## src/mtea_pkg.sv

```systemverilog
// ----------------------------------------------------------------------------
// mtea_pkg
// shared types, constants and q16.16 helpers for the mass-term assembly block
// ----------------------------------------------------------------------------
package mtea_pkg;

  localparam int NODES_DEF  = 8;
  localparam int DIMS_DEF   = 3;
  localparam int POINTS_DEF = 8;
  localparam int LEVELS     = 3;

  // input modes
  localparam logic [1:0] MODE_NODE  = 2'd0;
  localparam logic [1:0] MODE_SHAPE = 2'd1;
  localparam logic [1:0] MODE_POINT = 2'd2;
  localparam logic [1:0] MODE_NONE  = 2'd3;

  // register indexes
  localparam logic [2:0] REG_GNEW  = 3'd0;
  localparam logic [2:0] REG_GCUR  = 3'd1;
  localparam logic [2:0] REG_GOLD  = 3'd2;
  localparam logic [2:0] REG_INV   = 3'd3;
  localparam logic [2:0] REG_RELAX = 3'd4;

  // result kinds
  localparam logic KIND_RES = 1'b0;
  localparam logic KIND_MAT = 1'b1;

  typedef enum logic [3:0] {
    ST_IDLE,
    ST_INTERP,   // shape-weighted sums, one product per issue and collect phase pair
    ST_MOM,      // rho*u for each level and component
    ST_GSUM,     // gamma weighted sum
    ST_TV,       // times subvolume
    ST_TI,       // times inverse step
    ST_GV,       // gradient times subvolume
    ST_RES_OUT,  // final result word draining
    ST_FAC,      // diagonal factor chain
    ST_MAT,      // matrix product
    ST_MAT_OUT   // matrix word waiting
  } state_t;

  // product request to the shared multiplier
  typedef struct packed {
    logic signed [31:0] a;
    logic signed [31:0] b;
  } mul_req_t;

  function automatic logic signed [31:0] sat32(input logic signed [49:0] v);
    if (v > 50'sd2147483647) return 32'sh7fffffff;
    if (v < -50'sd2147483648) return 32'sh80000000;
    return v[31:0];
  endfunction

  function automatic logic signed [47:0] sat48(input logic signed [49:0] v);
    if (v > 50'sh0_7fff_ffff_ffff) return 48'sh7fff_ffff_ffff;
    if (v < -50'sh0_8000_0000_0000) return 48'sh8000_0000_0000;
    return v[47:0];
  endfunction

endpackage

```

## src/mtea_mul.sv

```systemverilog
// ----------------------------------------------------------------------------
// mtea_mul
// shared q16.16 multiplier: 32x32 product, round half up, registered result
// ----------------------------------------------------------------------------
module mtea_mul (
  input  logic                clk,
  input  mtea_pkg::mul_req_t  req,
  output logic signed [47:0]  prod_r
);
  import mtea_pkg::*;

  logic signed [63:0] full;
  logic signed [47:0] prod_nxt;

  // product rounded to q32.16, floor after adding one half
  always_comb begin
    full     = 64'(req.a) * 64'(req.b);
    full     = full + 64'sd32768;
    prod_nxt = full[63:16];
  end

  always_ff @(posedge clk) begin
    prod_r <= prod_nxt;
  end

endmodule

```

## config.mk

```make
export PLATFORM = sky130hd
export DESIGN_NAME = mtea_mul
export DESIGN_NICKNAME = d
export VERILOG_FILES = /design/src/mtea_pkg.sv /design/src/mtea_mul.sv
export SDC_FILE = /design/constraint.sdc
export NUM_CORES = 2
export LEC_CHECK = 0
export BUFFER_PORTS_ARGS = -buffer_cell sky130_fd_sc_hd__buf_2
export CAP_MARGIN = 20
export CORE_MARGIN = 10
export CORE_UTILIZATION = 40
export DETAILED_ROUTE_END_ITERATION = 10
export GPL_ROUTABILITY_DRIVEN = 0
export MAX_ROUTING_LAYER = met4
export PLACE_DENSITY = 0.66
export RECOVER_POWER = 25
export SYNTH_ARGS = -nofsm -noshare
export SYNTH_HDL_FRONTEND = slang
export SYNTH_SLANG_ARGS = --single-unit
```

## constraint.sdc

```tcl
create_clock -name clk -period 10.23 [get_ports clk]
set_clock_uncertainty 0.2 [all_clocks]
set_input_delay 1.023 -clock clk [delete_from_list [all_inputs] [get_ports clk]]
set_output_delay 1.023 -clock clk [all_outputs]
set_load 0.02 [all_outputs]
```

==> impl_results.md <==
* Largest net degree at the start of global routing at 33
* Final Setup Violations at 0
* Initial core utilization at 40.2%
* Peak Freq at 106 MHz
* CTS H-tree depth at 2
* Root Buffer Master: clkbuf_16
* Synth Net Count at between 5000 and 6000
* Worst min path class: reg -> out
* CP Data Arrival Time at 9.47 ns
* Worst-path clk slew at ~0.070 ns
* Max_slew headroom at 30.3%
* Drt first pass iters at 7
* # rows at 111
* Type of origin of the critical path: input port
* GRT overflow at 0
* Initial antenna violation count at 16
* EDFF count, synth at 0
* DR DRC count at 0
* Worst Path Max Fanout at 32
* Global-route wire length before repair at 165000 um
* Vias per inst at 5.10
* Vias in the first global route at between 20000 and 30000
* Sequential cell area fraction in the yosys report at 2.62%
* CP Class: in -> reg
* Netlist Area Pre-Place at about 37000 um2
* Vias at 25700
* Postcts setup bufs at 0
* Seq cells post-synth at 48
* Synth Flop Type: dfxtp_1
* Top Registers: prod_r (48)
* Layout Utilization at a little over two fifths
* Placed Area at about 38000 um2
* Commonest non-fill, non-tap cell in the layout: fa_1
* Proportion of layout cells with a drive suffix above 1 at under 10%
* Most frequent cells in the layout: fa_1 (1082), inv_1 (975), nand2_1 (513), and2_1 (512), ha_1 (177)
* PortBufs at 112
* CTS Buf Count at 5
* Final #Nets at 5159
* Share of synthesized registers carrying an async set or reset at 0%
* Reg with most FFs: prod_r
* Final setup TNS at 0 ns
* Post-route ant nets at 0
* Clock Path Buffers at 2
* Worst-margin pin slew at 1.03 ns
* Die height at 323 um
* Tot GR Track Use at 21.1%
* Clk sinks at 48
* Core area at 91400 um2
* IO Pins at 113
* Netlist cell types at 60
* Pins over their slew limit at 0
* Syn_area_per_cell at 9.51 um2
* Max-cap violations at 0
* Worst EP required at 10.27 ns
* Wirelength per Cell at 20.2 um
* Synthesis Warnings at 0
* Mapped Cells at 3866
* Area Overhead vs Synth at 5.05%
* Critical Path Sink Type: flip-flop
* Status: complete, no violations
* Period Utilization, post-route at 92.1%
* Largest register FFs at 48
* Tmin final at 9.43 ns
* 1st-iter DRT viols at 1730
* Final Cell Area at 38600 um2
* Post-CTS sizing at 0
* Post-CTS Hold Buffers at 0
* Chip width at 323 um
* FILL cells at 8937
* Post-Route WL at 102000 um
* CTS tree: yes
* Final Hold Viols at 0
* Die Area at roughly 100000 um2
* RSZ-0062 raised after global routing: false
* Hpwl dp at 83900 um
==> cells in the mapped netlist (all sizes together), types with 17 or more instances <==
cell type | instances | share of area [%]
nor2 | 51 | 0.52
fa | 1082 | 59
nand4 | 17 | 0.29
inv | 975 | 10
a21oi | 62 | 0.85
o21ai | 36 | 0.55
dfxtp | 48 | 2.6
a21o | 22 | 0.45
xnor2 | 43 | 1.0
nand2 | 513 | 5.2
and2 | 512 | 8.7
clkbuf | 200 | 2.1
ha | 177 | 6.0
xor2 | 19 | 0.45
==> per-layer routing <==
metal	wire length, um	vias up	GRT usage (%)
met2	51700	879	35.8
met4	4070	0	7.85
met5	0	-	-
met1	40000	13700	25.5
li1	-	10900	-
met3	5960	230	2.94
==> worst max-delay path: stages <==
cell	delay (ns)
buf_2	0.55
and2_1	0.24
fa_1	0.47
fa_1	0.50
fa_1	0.98
fa_1	0.56
fa_1	0.49
fa_1	0.50
fa_1	0.49
inv_1	0.05
fa_1	0.50
inv_1	0.04
ha_1	0.35
a21o_1	0.18
a21o_1	0.17
a21oi_1	0.37
nand2_1	0.19
a311o_1	0.34
o21ai_2	0.37
o22ai_1	0.31
or2_4	0.33
a211o_1	0.27
xor2_1	0.15
==> cell families after synthesis <==
kind of cell	Yosys count	synth area share [%]
compound gates	174	3.28
xor+xnor	62	1.48
fa+ha+maj	1259	65.0
buf+inv	1184	12.1
flops	48	2.61
simple gates	1139	15.5
==> cell type report <==
| cell class | count | area [um2] | area share (%) |
|---|---|---|---|
| antenna | 8 | 20.0 | 0.0519 |
| clock buffer | 7 | 153 | 0.395 |
| clock inverter | 1 | 30.0 | 0.0778 |
| inverter | 976 | 3660 | 9.49 |
| multi-input combinational | 2634 | 31300 | 81.1 |
| sequential | 48 | 961 | 2.49 |
| tap | 1186 | 1480 | 3.84 |
| timing repair buffer | 170 | 966 | 2.50 |
==> through the flow <==
stage / hold WS (ns) / setup slack, ns / instances
4_1_cts: 1.64 / 0.750 / 5022
6_report: 1.63 / 0.804 / 5030
2_1_floorplan: 1.16 / 1.93 / 3866
3_5_place_dp: 1.24 / 0.414 / 5014
5_1_grt: 1.66 / 0.441 / 5027
3_3_place_gp: 1.24 / 0.450 / 5014
==> worst paths after layout <==
| check | end | start | cells after the start |
|---|---|---|---|
| worst max-delay path | prod_r[41]$_DFF_P_ | req[4] | 23 |
| worst min-delay path | prod_r[17] | prod_r[17]$_DFF_P_ | 1 |
Power is not shown: default switching activity piles up to over one toggle a cycle in this logic, so the estimate is an artifact.
